**src/hw/rtl/asfc_pkg.sv**
```systemverilog
// Alert string format checker: shared types, character codes and status codes.
// No dependencies; used by every other file of the block.
package asfc_pkg;

  localparam int unsigned ChW    = 8;
  localparam int unsigned LenW   = 6;
  localparam int unsigned CntW   = 3;
  localparam int unsigned StatW  = 4;
  localparam int unsigned CfgIdxW = 2;
  localparam int unsigned CfgDataW = 6;

  localparam logic [ChW-1:0] ChSep   = 8'h7C;  // '|'
  localparam logic [ChW-1:0] ChClose = 8'h5D;  // ']'
  localparam logic [ChW-1:0] ChOpen  = 8'h5B;  // '['
  localparam logic [ChW-1:0] ChDigLo = 8'h30;  // '0'
  localparam logic [ChW-1:0] ChDigHi = 8'h33;  // '3'

  localparam logic [LenW-1:0] RstMaxTextLen   = 6'd30;
  localparam logic [CntW-1:0] RstMaxTextLines = 3'd5;
  localparam logic [LenW-1:0] RstMaxButtonLen = 6'd10;
  localparam logic [CntW-1:0] RstMaxButtons   = 3'd3;

  typedef enum logic [CfgIdxW-1:0] {
    CfgMaxTextLen   = 2'd0,
    CfgMaxTextLines = 2'd1,
    CfgMaxButtonLen = 2'd2,
    CfgMaxButtons   = 2'd3
  } cfg_idx_e;

  typedef enum logic [StatW-1:0] {
    StOk           = 4'd0,
    StIcon         = 4'd1,
    StTextLong     = 4'd2,
    StTextLines    = 4'd3,
    StTextOpen     = 4'd4,
    StTextEmpty    = 4'd5,
    StNoBracket    = 4'd6,
    StButtonLong   = 4'd7,
    StButtonsMany  = 4'd8,
    StButtonsOpen  = 4'd9,
    StButtonsEmpty = 4'd10
  } status_e;

  typedef enum logic [1:0] {
    PhIcon    = 2'd0,
    PhText    = 2'd1,
    PhBopen   = 2'd2,
    PhButtons = 2'd3
  } phase_e;

  typedef struct packed {
    logic [LenW-1:0] max_text_len;
    logic [CntW-1:0] max_text_lines;
    logic [LenW-1:0] max_button_len;
    logic [CntW-1:0] max_buttons;
  } cfg_t;

  typedef struct packed {
    phase_e          phase;
    logic [1:0]      icon_pos;
    logic [LenW-1:0] field_chars;
    logic [CntW-1:0] field_count;
    logic            any_chars;
    status_e         verdict;
    logic            settled;
  } scan_state_t;

  localparam scan_state_t ScanReset = '{
    phase:       PhIcon,
    icon_pos:    2'd0,
    field_chars: '0,
    field_count: '0,
    any_chars:   1'b0,
    verdict:     StOk,
    settled:     1'b0
  };

endpackage

```
**src/hw/rtl/asfc_if.sv**
```systemverilog
// Stream interfaces of the alert string format checker: character in, status out.
// Depends on asfc_pkg for field widths.
interface asfc_char_if;
  logic                       valid;
  logic                       ready;
  logic [asfc_pkg::ChW-1:0]   ch;
  logic                       last;

  modport source (output valid, output ch, output last, input ready);
  modport sink   (input valid, input ch, input last, output ready);
endinterface

interface asfc_status_if;
  logic                       valid;
  logic                       ready;
  logic [asfc_pkg::StatW-1:0] status;

  modport source (output valid, output status, input ready);
  modport sink   (input valid, input status, output ready);
endinterface

```
**src/hw/rtl/alert_string_format_checker_unit.sv**
```systemverilog
// Alert string format checker, top level: input register, scan state, status register.
// Depends on asfc_pkg, asfc_if, asfc_cfg_regs and asfc_step.
// Usage:
//   char_in carries one character beat per cycle while ready is high (ch, last).
//   The string is "[d]" with d in '0'..'3', one unchecked character as text opener,
//   a text section closed by ']' and a bracketed button section, fields split by '|'.
//   status_out carries one beat per string, on the beat marked last; other
//   characters produce nothing.
//   Limits are written through cfg_we_i / cfg_idx_i / cfg_wdata_i while idle.
// Timing:
//   One character per cycle sustained while the status register can take each last
//   beat. A character is held in the input register and scanned by asfc_step; a
//   last one loads the status register once that is free, and status_out is then
//   valid until taken. The state register is the only loop.
// Reset: limits go to 30/5/10/3, scan state to the icon phase, both stages
//   empty. After each last beat the scan state returns to the icon phase.
// Stall: a status beat waits in its register while status_out.ready is low;
//   non-last characters still flow, a last one waits in the input register,
//   and char_in.ready drops only when both registers are full.
module alert_string_format_checker_unit (
  input  logic                          clk_i,
  input  logic                          rst_ni,
  input  logic                          cfg_we_i,
  input  logic [asfc_pkg::CfgIdxW-1:0]  cfg_idx_i,
  input  logic [asfc_pkg::CfgDataW-1:0] cfg_wdata_i,
  asfc_char_if.sink                     char_in,
  asfc_status_if.source                 status_out
);

  asfc_pkg::cfg_t cfg;

  asfc_cfg_regs u_cfg (
    .clk_i      (clk_i),
    .rst_ni     (rst_ni),
    .cfg_we_i   (cfg_we_i),
    .cfg_idx_i  (cfg_idx_i),
    .cfg_wdata_i(cfg_wdata_i),
    .cfg_o      (cfg)
  );

  // input register
  logic                       s1_valid_q;
  logic [asfc_pkg::ChW-1:0]   s1_ch_q;
  logic                       s1_last_q;

  // scan state and result register
  asfc_pkg::scan_state_t      state_q, state_d;
  logic                       out_valid_q;
  logic [asfc_pkg::StatW-1:0] out_status_q, status_d;

  logic out_free;
  logic s1_fire;
  logic in_ready;

  asfc_step u_step (
    .state_i (state_q),
    .cfg_i   (cfg),
    .ch_i    (s1_ch_q),
    .last_i  (s1_last_q),
    .state_o (state_d),
    .status_o(status_d)
  );

  // A non-last character never needs the result slot, so only last beats stall.
  assign out_free = !out_valid_q || status_out.ready;
  assign s1_fire  = s1_valid_q && (!s1_last_q || out_free);
  assign in_ready = !s1_valid_q || s1_fire;

  assign char_in.ready     = in_ready;
  assign status_out.valid  = out_valid_q;
  assign status_out.status = out_status_q;

  always_ff @(posedge clk_i or negedge rst_ni) begin
    if (!rst_ni) begin
      s1_valid_q  <= 1'b0;
      state_q     <= asfc_pkg::ScanReset;
      out_valid_q <= 1'b0;
    end else begin
      if (in_ready) begin
        s1_valid_q <= char_in.valid;
      end
      if (s1_fire) begin
        state_q <= s1_last_q ? asfc_pkg::ScanReset : state_d;
      end
      if (s1_fire && s1_last_q) begin
        out_valid_q <= 1'b1;
      end else if (status_out.ready) begin
        out_valid_q <= 1'b0;
      end
    end
  end

  // payload registers, no reset
  always_ff @(posedge clk_i) begin
    if (in_ready && char_in.valid) begin
      s1_ch_q   <= char_in.ch;
      s1_last_q <= char_in.last;
    end
    if (s1_fire && s1_last_q) begin
      out_status_q <= status_d;
    end
  end

endmodule

```
**src/hw/rtl/asfc_cfg_regs.sv**
```systemverilog
// Limit registers of the alert string format checker, written by index.
// Depends on asfc_pkg.
module asfc_cfg_regs (
  input  logic                          clk_i,
  input  logic                          rst_ni,
  input  logic                          cfg_we_i,
  input  logic [asfc_pkg::CfgIdxW-1:0]  cfg_idx_i,
  input  logic [asfc_pkg::CfgDataW-1:0] cfg_wdata_i,
  output asfc_pkg::cfg_t                cfg_o
);

  asfc_pkg::cfg_t cfg_q, cfg_d;

  always_comb begin
    cfg_d = cfg_q;
    if (cfg_we_i) begin
      unique case (asfc_pkg::cfg_idx_e'(cfg_idx_i))
        asfc_pkg::CfgMaxTextLen:   cfg_d.max_text_len   = cfg_wdata_i[asfc_pkg::LenW-1:0];
        asfc_pkg::CfgMaxTextLines: cfg_d.max_text_lines = cfg_wdata_i[asfc_pkg::CntW-1:0];
        asfc_pkg::CfgMaxButtonLen: cfg_d.max_button_len = cfg_wdata_i[asfc_pkg::LenW-1:0];
        asfc_pkg::CfgMaxButtons:   cfg_d.max_buttons    = cfg_wdata_i[asfc_pkg::CntW-1:0];
        default:                   cfg_d = cfg_q;
      endcase
    end
  end

  always_ff @(posedge clk_i or negedge rst_ni) begin
    if (!rst_ni) begin
      cfg_q.max_text_len   <= asfc_pkg::RstMaxTextLen;
      cfg_q.max_text_lines <= asfc_pkg::RstMaxTextLines;
      cfg_q.max_button_len <= asfc_pkg::RstMaxButtonLen;
      cfg_q.max_buttons    <= asfc_pkg::RstMaxButtons;
    end else begin
      cfg_q <= cfg_d;
    end
  end

  assign cfg_o = cfg_q;

endmodule

```
**src/hw/rtl/asfc_step.sv**
```systemverilog
// Per-character next-state and status logic of the alert string format checker.
// Pure combinational; depends on asfc_pkg.
module asfc_step (
  input  asfc_pkg::scan_state_t        state_i,
  input  asfc_pkg::cfg_t               cfg_i,
  input  logic [asfc_pkg::ChW-1:0]     ch_i,
  input  logic                         last_i,
  output asfc_pkg::scan_state_t        state_o,
  output logic [asfc_pkg::StatW-1:0]   status_o
);

  logic                        is_sep;
  logic                        closed;
  logic [asfc_pkg::LenW-1:0]   max_len;
  logic [asfc_pkg::CntW-1:0]   max_cnt;
  logic [asfc_pkg::LenW-1:0]   chars_n;
  logic [asfc_pkg::CntW-1:0]   count_n;
  logic                        any_n;
  logic                        too_long;
  logic                        too_many;
  asfc_pkg::status_e           err;
  asfc_pkg::scan_state_t       nxt;

  assign is_sep  = (ch_i == asfc_pkg::ChSep) || (ch_i == asfc_pkg::ChClose);
  assign closed  = (ch_i == asfc_pkg::ChClose);
  assign max_len = (state_i.phase == asfc_pkg::PhText) ? cfg_i.max_text_len
                                                       : cfg_i.max_button_len;
  assign max_cnt = (state_i.phase == asfc_pkg::PhText) ? cfg_i.max_text_lines
                                                       : cfg_i.max_buttons;

  // shared field counters of both bracketed sections
  always_comb begin
    chars_n  = state_i.field_chars;
    count_n  = state_i.field_count;
    any_n    = state_i.any_chars;
    too_long = 1'b0;
    if (!is_sep) begin
      if (state_i.field_chars != '1) chars_n = state_i.field_chars + 1'b1;
      any_n = 1'b1;
    end else begin
      if (state_i.field_count != '1) count_n = state_i.field_count + 1'b1;
      too_long = (state_i.field_chars > max_len);
      chars_n  = '0;
    end
  end

  assign too_many = is_sep && (count_n > max_cnt);

  always_comb begin
    nxt = state_i;
    err = asfc_pkg::StOk;
    if (!state_i.settled) begin
      unique case (state_i.phase)
        asfc_pkg::PhIcon: begin
          priority if (state_i.icon_pos == 2'd0 && ch_i != asfc_pkg::ChOpen) begin
            nxt.verdict = asfc_pkg::StIcon;
            nxt.settled = 1'b1;
          end else if (state_i.icon_pos == 2'd1 &&
                       (ch_i < asfc_pkg::ChDigLo || ch_i > asfc_pkg::ChDigHi)) begin
            nxt.verdict = asfc_pkg::StIcon;
            nxt.settled = 1'b1;
          end else if (state_i.icon_pos == 2'd2 && ch_i != asfc_pkg::ChClose) begin
            nxt.verdict = asfc_pkg::StIcon;
            nxt.settled = 1'b1;
          end else if (last_i) begin
            nxt.verdict = state_i.icon_pos[1] ? asfc_pkg::StTextOpen : asfc_pkg::StIcon;
            nxt.settled = 1'b1;
          end else if (state_i.icon_pos == 2'd3) begin
            nxt.phase = asfc_pkg::PhText;
          end else begin
            nxt.icon_pos = state_i.icon_pos + 1'b1;
          end
        end
        asfc_pkg::PhText: begin
          nxt.field_chars = chars_n;
          nxt.field_count = count_n;
          nxt.any_chars   = any_n;
          if (too_long) err = asfc_pkg::StTextLong;
          if (too_many) err = asfc_pkg::StTextLines;
          if (last_i)   err = asfc_pkg::StTextOpen;
          if (err != asfc_pkg::StOk || closed) begin
            priority if (!any_n) begin
              nxt.verdict = asfc_pkg::StTextEmpty;
              nxt.settled = 1'b1;
            end else if (err != asfc_pkg::StOk) begin
              nxt.verdict = err;
              nxt.settled = 1'b1;
            end else begin
              nxt.phase       = asfc_pkg::PhBopen;
              nxt.field_chars = '0;
              nxt.field_count = '0;
              nxt.any_chars   = 1'b0;
            end
          end
        end
        asfc_pkg::PhBopen: begin
          priority if (ch_i != asfc_pkg::ChOpen) begin
            nxt.verdict = asfc_pkg::StNoBracket;
            nxt.settled = 1'b1;
          end else if (last_i) begin
            nxt.verdict = asfc_pkg::StButtonsEmpty;
            nxt.settled = 1'b1;
          end else begin
            nxt.phase = asfc_pkg::PhButtons;
          end
        end
        asfc_pkg::PhButtons: begin
          nxt.field_chars = chars_n;
          nxt.field_count = count_n;
          nxt.any_chars   = any_n;
          if (too_long) err = asfc_pkg::StButtonLong;
          if (too_many) err = asfc_pkg::StButtonsMany;
          if (!closed && last_i) err = asfc_pkg::StButtonsOpen;
          if (err != asfc_pkg::StOk || closed) begin
            nxt.verdict = any_n ? err : asfc_pkg::StButtonsEmpty;
            nxt.settled = 1'b1;
          end
        end
        default: nxt = state_i;
      endcase
    end
  end

  assign state_o  = nxt;
  assign status_o = nxt.settled ? nxt.verdict : asfc_pkg::StOk;

endmodule

```
**src/flat_wrapper.sv**
```systemverilog
// flat-port wrapper written by rule: the top's interface ports become plain ports
module alert_string_format_checker_unit_flat 
  (clk_i, rst_ni, cfg_we_i, cfg_idx_i, cfg_wdata_i, char_in_valid, char_in_ch, char_in_last, char_in_ready, status_out_valid, status_out_status, status_out_ready);
  asfc_char_if char_in_i ();
  asfc_status_if status_out_i ();
  input  logic clk_i;
  input  logic rst_ni;
  input  logic cfg_we_i;
  input  logic [asfc_pkg::CfgIdxW-1:0] cfg_idx_i;
  input  logic [asfc_pkg::CfgDataW-1:0] cfg_wdata_i;
  input wire logic [$bits(char_in_i.valid)-1:0] char_in_valid;
  input wire logic [$bits(char_in_i.ch)-1:0] char_in_ch;
  input wire logic [$bits(char_in_i.last)-1:0] char_in_last;
  output wire logic [$bits(char_in_i.ready)-1:0] char_in_ready;
  output wire logic [$bits(status_out_i.valid)-1:0] status_out_valid;
  output wire logic [$bits(status_out_i.status)-1:0] status_out_status;
  input wire logic [$bits(status_out_i.ready)-1:0] status_out_ready;
  assign char_in_i.valid = char_in_valid;
  assign char_in_i.ch = char_in_ch;
  assign char_in_i.last = char_in_last;
  assign char_in_ready = char_in_i.ready;
  assign status_out_valid = status_out_i.valid;
  assign status_out_status = status_out_i.status;
  assign status_out_i.ready = status_out_ready;
  alert_string_format_checker_unit u_core (.clk_i(clk_i), .rst_ni(rst_ni), .cfg_we_i(cfg_we_i), .cfg_idx_i(cfg_idx_i), .cfg_wdata_i(cfg_wdata_i), .char_in(char_in_i), .status_out(status_out_i));
endmodule
```
**config.mk**
```make
export PLATFORM = sky130hd
export DESIGN_NAME = alert_string_format_checker_unit_flat
export DESIGN_NICKNAME = d
export VERILOG_FILES = /design/src/hw/rtl/asfc_pkg.sv /design/src/hw/rtl/asfc_if.sv /design/src/hw/rtl/alert_string_format_checker_unit.sv /design/src/hw/rtl/asfc_cfg_regs.sv /design/src/hw/rtl/asfc_step.sv /design/src/flat_wrapper.sv
export SDC_FILE = /design/constraint.sdc
export NUM_CORES = 1
export LEC_CHECK = 0
export ABC_AREA = 1
export BUFFER_PORTS_ARGS = -buffer_cell sky130_fd_sc_hd__buf_2
export CAP_MARGIN = 20
export CORE_MARGIN = 2
export CORE_UTILIZATION = 60
export CTS_CLUSTER_DIAMETER = 60
export CTS_CLUSTER_SIZE = 30
export DETAILED_ROUTE_END_ITERATION = 7
export PLACE_DENSITY = 0.8
export SYNTH_ARGS = -nofsm -noshare
export SYNTH_HDL_FRONTEND = slang
export SYNTH_SLANG_ARGS = --single-unit
```
**constraint.sdc**
```tcl
create_clock -name clk_i -period 4.62 [get_ports clk_i]
set_input_delay 0.462 -clock clk_i [delete_from_list [all_inputs] [get_ports clk_i]]
set_output_delay 0.462 -clock clk_i [all_outputs]
set_load 0.01 [all_outputs]
```
==> run_summary.xml <==
<?xml version="1.0" encoding="UTF-8"?>
<metrics>
  <group name="place">
    <metric name="post-dp-hpwl" unit="um">4738</metric>
    <metric name="number_of_input_and_output_port_buffers_inserted" unit="">27</metric>
    <metric name="globalplace.congestion" unit="">0.8695</metric>
  </group>
  <group name="clock_network">
    <metric name="cts_hold_buffers" unit="">0</metric>
    <metric name="cts.htree.levels" unit="">2</metric>
    <metric name="setup_fix_buffers_added_after_clock_tree_synthesis" unit="">0</metric>
    <metric name="post_cts_resized" unit="">0</metric>
    <metric name="worst_setup_hold_path_clk_slew" unit="ns">0.10</metric>
    <metric name="cts_tree" unit="">yes</metric>
    <metric name="cts-root-buf" unit="">sky130_fd_sc_hd__clkbuf_8</metric>
    <metric name="cts_max_path_buffers" unit="">2</metric>
    <metric name="numClockSinks" unit="">52</metric>
    <metric name="numCtsBuffers" unit="">5</metric>
    <metric name="clock_insertion_delay_worst_skew" unit="ns">0.31</metric>
  </group>
  <group name="synth">
    <metric name="yosys-mux-area-fraction" unit="%">2.191</metric>
    <metric name="syn-instance-count" unit="">395</metric>
    <metric name="yosysSeqAreaShare" unit="%">43.11</metric>
    <metric name="syn_area" unit="sq mm">0.003198</metric>
    <metric name="yosys.area_share.xor_xnor" unit="%">0.8216</metric>
    <metric name="synth_simple_gate_area_share" unit="%">24.49</metric>
    <metric name="yosysWarnings" unit="">0</metric>
    <metric name="post_synth_num_cell_types" unit="">42</metric>
    <metric name="ys_seq_elements" unit="">52</metric>
    <metric name="syn_area_per_cell" unit="sq um">8.096</metric>
    <metric name="synth_compound_gate_area_share" unit="%">13.73</metric>
    <metric name="synth_fa_ha_area_share" unit="%">7.433</metric>
    <metric name="synth_top_family_by_area" unit="">simple AND/OR/NAND/NOR gates</metric>
    <metric name="synth.net_count" unit="">436</metric>
  </group>
  <group name="drt">
    <metric name="totalWireLength" unit="um">6347</metric>
    <metric name="routed_antenna_nets" unit="">0</metric>
    <metric name="drt_drc_violations_left" unit="">0</metric>
    <metric name="detailroute.via_count" unit="">2638</metric>
    <metric name="routed_via_density" unit="">5.351</metric>
    <metric name="detailedRoute.firstPassIterationCount" unit="">5</metric>
    <metric name="post_drt_wl_per_cell" unit="um">12.87</metric>
    <metric name="first_iter_violations" unit="">152</metric>
  </group>
  <group name="final_layout">
    <metric name="register_area" unit="sq mm">0.001379</metric>
    <metric name="final_net_count" unit="">463</metric>
    <metric name="antenna_cells_inserted" unit="">0</metric>
    <metric name="share_of_layout_cells_above_drive_strength_1" unit="%">15.13</metric>
    <metric name="fillerInstances" unit="">441</metric>
    <metric name="area_occupied_by_multi_input_gates" unit="sq mm">0.001556</metric>
    <metric name="area_growth" unit="%">8.842</metric>
  </group>
  <group name="floorplanning">
    <metric name="die_width" unit="um">77.01</metric>
    <metric name="boundaryPins" unit="">28</metric>
    <metric name="die_area" unit="sq mm">0.005930</metric>
    <metric name="fp-row-count" unit="">26</metric>
    <metric name="floorplan.initialDensity" unit="%">62.22</metric>
    <metric name="chipHeight" unit="um">77.01</metric>
    <metric name="core-area" unit="sq mm">0.005140</metric>
  </group>
  <group name="worst_setup_path">
    <metric name="critPathKind" unit="">reg -&gt; reg</metric>
    <metric name="worst-endpoint-arrival" unit="ns">3.39</metric>
    <metric name="ff2ff_setup_slack" unit="ns">1.29</metric>
    <metric name="capturing_element_type_of_the_critical_path" unit="">flop</metric>
    <metric name="critical_path_peak_fanout" unit="">8</metric>
    <metric name="crit_path_start_kind" unit="">flop</metric>
    <metric name="crit_required" unit="ns">4.68</metric>
  </group>
  <group name="timing">
    <metric name="finalSetupViolCount" unit="">0</metric>
    <metric name="worst-slew-pin-transition" unit="ns">0.8646</metric>
    <metric name="timing.clock.skew" unit="ns">0.01126</metric>
    <metric name="worst_slew_margin_rel" unit="%">42.36</metric>
    <metric name="max_clock_freq" unit="GHz">0.3006</metric>
    <metric name="finalHoldViolations" unit="">0</metric>
    <metric name="final_max_slew_viol_count" unit="">0</metric>
    <metric name="final_critical_path_share_of_the_clock_period" unit="%">72.00</metric>
    <metric name="grt_setup_unrepaired" unit="">no</metric>
    <metric name="final.min_clock_period" unit="ns">3.326</metric>
    <metric name="final_total_negative_setup_slack" unit="ns">0</metric>
  </group>
  <group name="power">
    <metric name="power.leakage" unit="nW">1.729</metric>
    <metric name="report.power.total" unit="W">0.001502</metric>
    <metric name="cellPowerDensity" unit="mW/mm^2">431.5</metric>
    <metric name="power.ir.vdd_worst" unit="mV">0.2761</metric>
  </group>
  <group name="global_routing">
    <metric name="globalRouteOverflowTotal" unit="">0</metric>
    <metric name="initial_antenna_violation_count" unit="">0</metric>
    <metric name="grt_start_max_net_pins" unit="">40</metric>
    <metric name="grt_first_pass_wirelength" unit="um">11070</metric>
    <metric name="grt_use_total" unit="%">23.25</metric>
    <metric name="first_global_vias" unit="">2512</metric>
  </group>
  <group name="hold_path">
    <metric name="worstHoldPathType" unit="">in -&gt; async</metric>
  </group>
  <group name="job">
    <metric name="cap_violations" unit="">0</metric>
  </group>
  <group name="outcome">
    <metric name="status" unit="">finished, final reports clean</metric>
  </group>
</metrics>
## state kept, by name, indices dropped and copies added, names as in the netlist
signal,count
u_core.u_cfg.cfg_o,18
u_core.s1_last_q,1
u_core.s1_ch_q,8
u_core.status_out.status,4
u_core.s1_valid_q,1
u_core.state_q,19
u_core.status_out.valid,1
## cell usage in the layout (no fill, tap or decap), types with 3 or more instances in the layout
master,Yosys,final
sky130_fd_sc_hd__a21oi_1,13,13
sky130_fd_sc_hd__buf_2,1,27
sky130_fd_sc_hd__clkbuf_8,0,5
sky130_fd_sc_hd__dfrtp_1,29,29
sky130_fd_sc_hd__dfstp_2,10,10
sky130_fd_sc_hd__edfxtp_1,13,13
sky130_fd_sc_hd__ha_1,19,19
sky130_fd_sc_hd__inv_1,53,53
sky130_fd_sc_hd__mux2i_1,7,7
sky130_fd_sc_hd__nand2_1,105,105
sky130_fd_sc_hd__nand2_2,5,5
sky130_fd_sc_hd__nand3_1,20,20
sky130_fd_sc_hd__nand4_1,3,3
sky130_fd_sc_hd__nor2_1,25,25
sky130_fd_sc_hd__nor2_4,3,3
sky130_fd_sc_hd__o21ai_0,45,45
sky130_fd_sc_hd__o21ai_1,4,4
sky130_fd_sc_hd__o22ai_1,3,3
sky130_fd_sc_hd__xor2_1,3,3
## final cells by class
| class | count | area share [%] |
|---|---|---|
| clock buffer | 5 | 1.977 |
| clock inverter | 3 | 1.186 |
| inverter | 56 | 6.111 |
| multi-input combinational | 280 | 44.72 |
| sequential | 52 | 39.61 |
| tap | 70 | 2.516 |
| timing repair buffer | 27 | 3.882 |
## kinds of logic after synthesis
logic type / count (synthesis)
mux: 7
fa+ha+maj: 19
buf+inv: 63
flops: 52
compound gates: 78
xor+xnor: 3
simple gates: 173
## synth_stat cells
library cell / number / area (sq um)
sky130_fd_sc_hd__a31oi_1: 2 / 12.51
sky130_fd_sc_hd__a21oi_1: 13 / 65.06
sky130_fd_sc_hd__nand3_1: 20 / 100.1
sky130_fd_sc_hd__nand3_4: 1 / 17.52
sky130_fd_sc_hd__edfxtp_1: 13 / 390.4
sky130_fd_sc_hd__buf_4: 1 / 7.510
sky130_fd_sc_hd__and2_1: 1 / 6.260
sky130_fd_sc_hd__buf_2: 1 / 5.000
sky130_fd_sc_hd__a21oi_4: 1 / 16.27
sky130_fd_sc_hd__xor2_1: 3 / 26.28
sky130_fd_sc_hd__inv_2: 2 / 7.510
sky130_fd_sc_hd__o311ai_0: 1 / 8.760
sky130_fd_sc_hd__nor2_4: 3 / 33.78
sky130_fd_sc_hd__o32ai_1: 2 / 17.52
sky130_fd_sc_hd__nand2_4: 1 / 11.26
sky130_fd_sc_hd__nand2_1: 105 / 394.1
sky130_fd_sc_hd__ha_1: 19 / 237.7
sky130_fd_sc_hd__inv_1: 53 / 198.9
sky130_fd_sc_hd__nand2_2: 5 / 31.28
sky130_fd_sc_hd__nor3_1: 2 / 10.01
sky130_fd_sc_hd__nor4_1: 2 / 12.51
sky130_fd_sc_hd__o211ai_1: 2 / 15.01
sky130_fd_sc_hd__o22ai_1: 3 / 18.77
sky130_fd_sc_hd__dfrtp_1: 29 / 725.7
sky130_fd_sc_hd__nor2_1: 25 / 93.84
sky130_fd_sc_hd__inv_4: 1 / 6.260
sky130_fd_sc_hd__a21oi_2: 1 / 8.760
sky130_fd_sc_hd__buf_6: 2 / 22.52
sky130_fd_sc_hd__o21ai_1: 4 / 20.02
sky130_fd_sc_hd__o31ai_1: 2 / 15.01
sky130_fd_sc_hd__nand3_2: 2 / 20.02
sky130_fd_sc_hd__nand4_1: 3 / 18.77
sky130_fd_sc_hd__o41ai_1: 1 / 8.760
sky130_fd_sc_hd__clkbuf_1: 2 / 7.510
sky130_fd_sc_hd__nand3b_1: 1 / 7.510
sky130_fd_sc_hd__mux2i_1: 7 / 70.07
sky130_fd_sc_hd__o21bai_1: 1 / 7.510
sky130_fd_sc_hd__clkbuf_4: 1 / 7.510
sky130_fd_sc_hd__dfstp_2: 10 / 262.8
sky130_fd_sc_hd__o21ai_0: 45 / 225.2
sky130_fd_sc_hd__nand2_8: 1 / 20.02
sky130_fd_sc_hd__nor2_2: 1 / 6.260
## path summary, 6_finish.rpt
check / start / to / depth (start not counted)
setup / recovery: u_core.s1_ch_q[7]$_DFFE_PP_ / u_core.status_out.status[2]$_SDFFCE_PN0P_ / 24
hold / removal: rst_ni / u_core.state_q[7]$_DFFE_PN0P_ / 1
setup reg to reg: u_core.s1_ch_q[7]$_DFFE_PP_ / u_core.status_out.status[2]$_SDFFCE_PN0P_ / 24
hold reg to reg: u_core.u_cfg.cfg_o[11]$_DFFE_PN1P_ / u_core.u_cfg.cfg_o[11]$_DFFE_PN1P_ / 2
max in group asynchronous: rst_ni / u_core.state_q[17]$_DFFE_PN0P_ / 1
min in group clk_i: char_in_ch[0] / u_core.s1_ch_q[0]$_DFFE_PP_ / 1
## metal layers
layer  part of all wire, %  track usage [%]  up-vias
li1                      -                -     1350
met1                    48            31.21     1205
met2                    45            37.19       76
met3                   4.9            4.824        7
met4                   1.7            9.107        0
met5                     0                0        -
## power by group
part           internal (W)  switching (W)
Clock              0.000161       0.000154
Combinational      0.000198       0.000357
Sequential         0.000563      0.0000688
## critical path: stages (launching register included)
cell	delay, ns
sky130_fd_sc_hd__edfxtp_1	0.42
sky130_fd_sc_hd__inv_2	0.08
sky130_fd_sc_hd__nand2_2	0.07
sky130_fd_sc_hd__nor2_4	0.15
sky130_fd_sc_hd__nand2_4	0.13
sky130_fd_sc_hd__nand2_8	0.12
sky130_fd_sc_hd__o21ai_0	0.16
sky130_fd_sc_hd__o21ai_0	0.28
sky130_fd_sc_hd__inv_1	0.10
sky130_fd_sc_hd__ha_1	0.29
sky130_fd_sc_hd__nand2_1	0.06
sky130_fd_sc_hd__nor2_1	0.09
sky130_fd_sc_hd__nor2_1	0.04
sky130_fd_sc_hd__nor2_1	0.24
sky130_fd_sc_hd__nand2_2	0.14
sky130_fd_sc_hd__nand2_1	0.14
sky130_fd_sc_hd__nand2_1	0.06
sky130_fd_sc_hd__nand2_1	0.06
sky130_fd_sc_hd__nand3_1	0.06
sky130_fd_sc_hd__nand2_1	0.07
sky130_fd_sc_hd__nand3_1	0.07
sky130_fd_sc_hd__nand2_1	0.08
sky130_fd_sc_hd__nand2_1	0.07
sky130_fd_sc_hd__nand2_1	0.07
sky130_fd_sc_hd__nor2_1	0.04
## metrics by stage
step | utilization, % | instances | hold WS (ns) | setup slack (ns) | instance area, sq um
after floorplan | - | 395 | 0.1664 | 1.786 | 3198
after global placement | 65.58 | 485 | 0.4675 | 1.455 | 3371
after detailed placement | 65.58 | 485 | 0.4808 | 1.357 | 3371
after CTS | 67.72 | 493 | 0.2893 | 1.327 | 3481
after global routing | 67.72 | 493 | 0.3024 | 1.016 | 3481
final | 67.72 | 493 | 0.2578 | 1.294 | 3481
No activity file was read; power rests on OpenSTA's default activity.
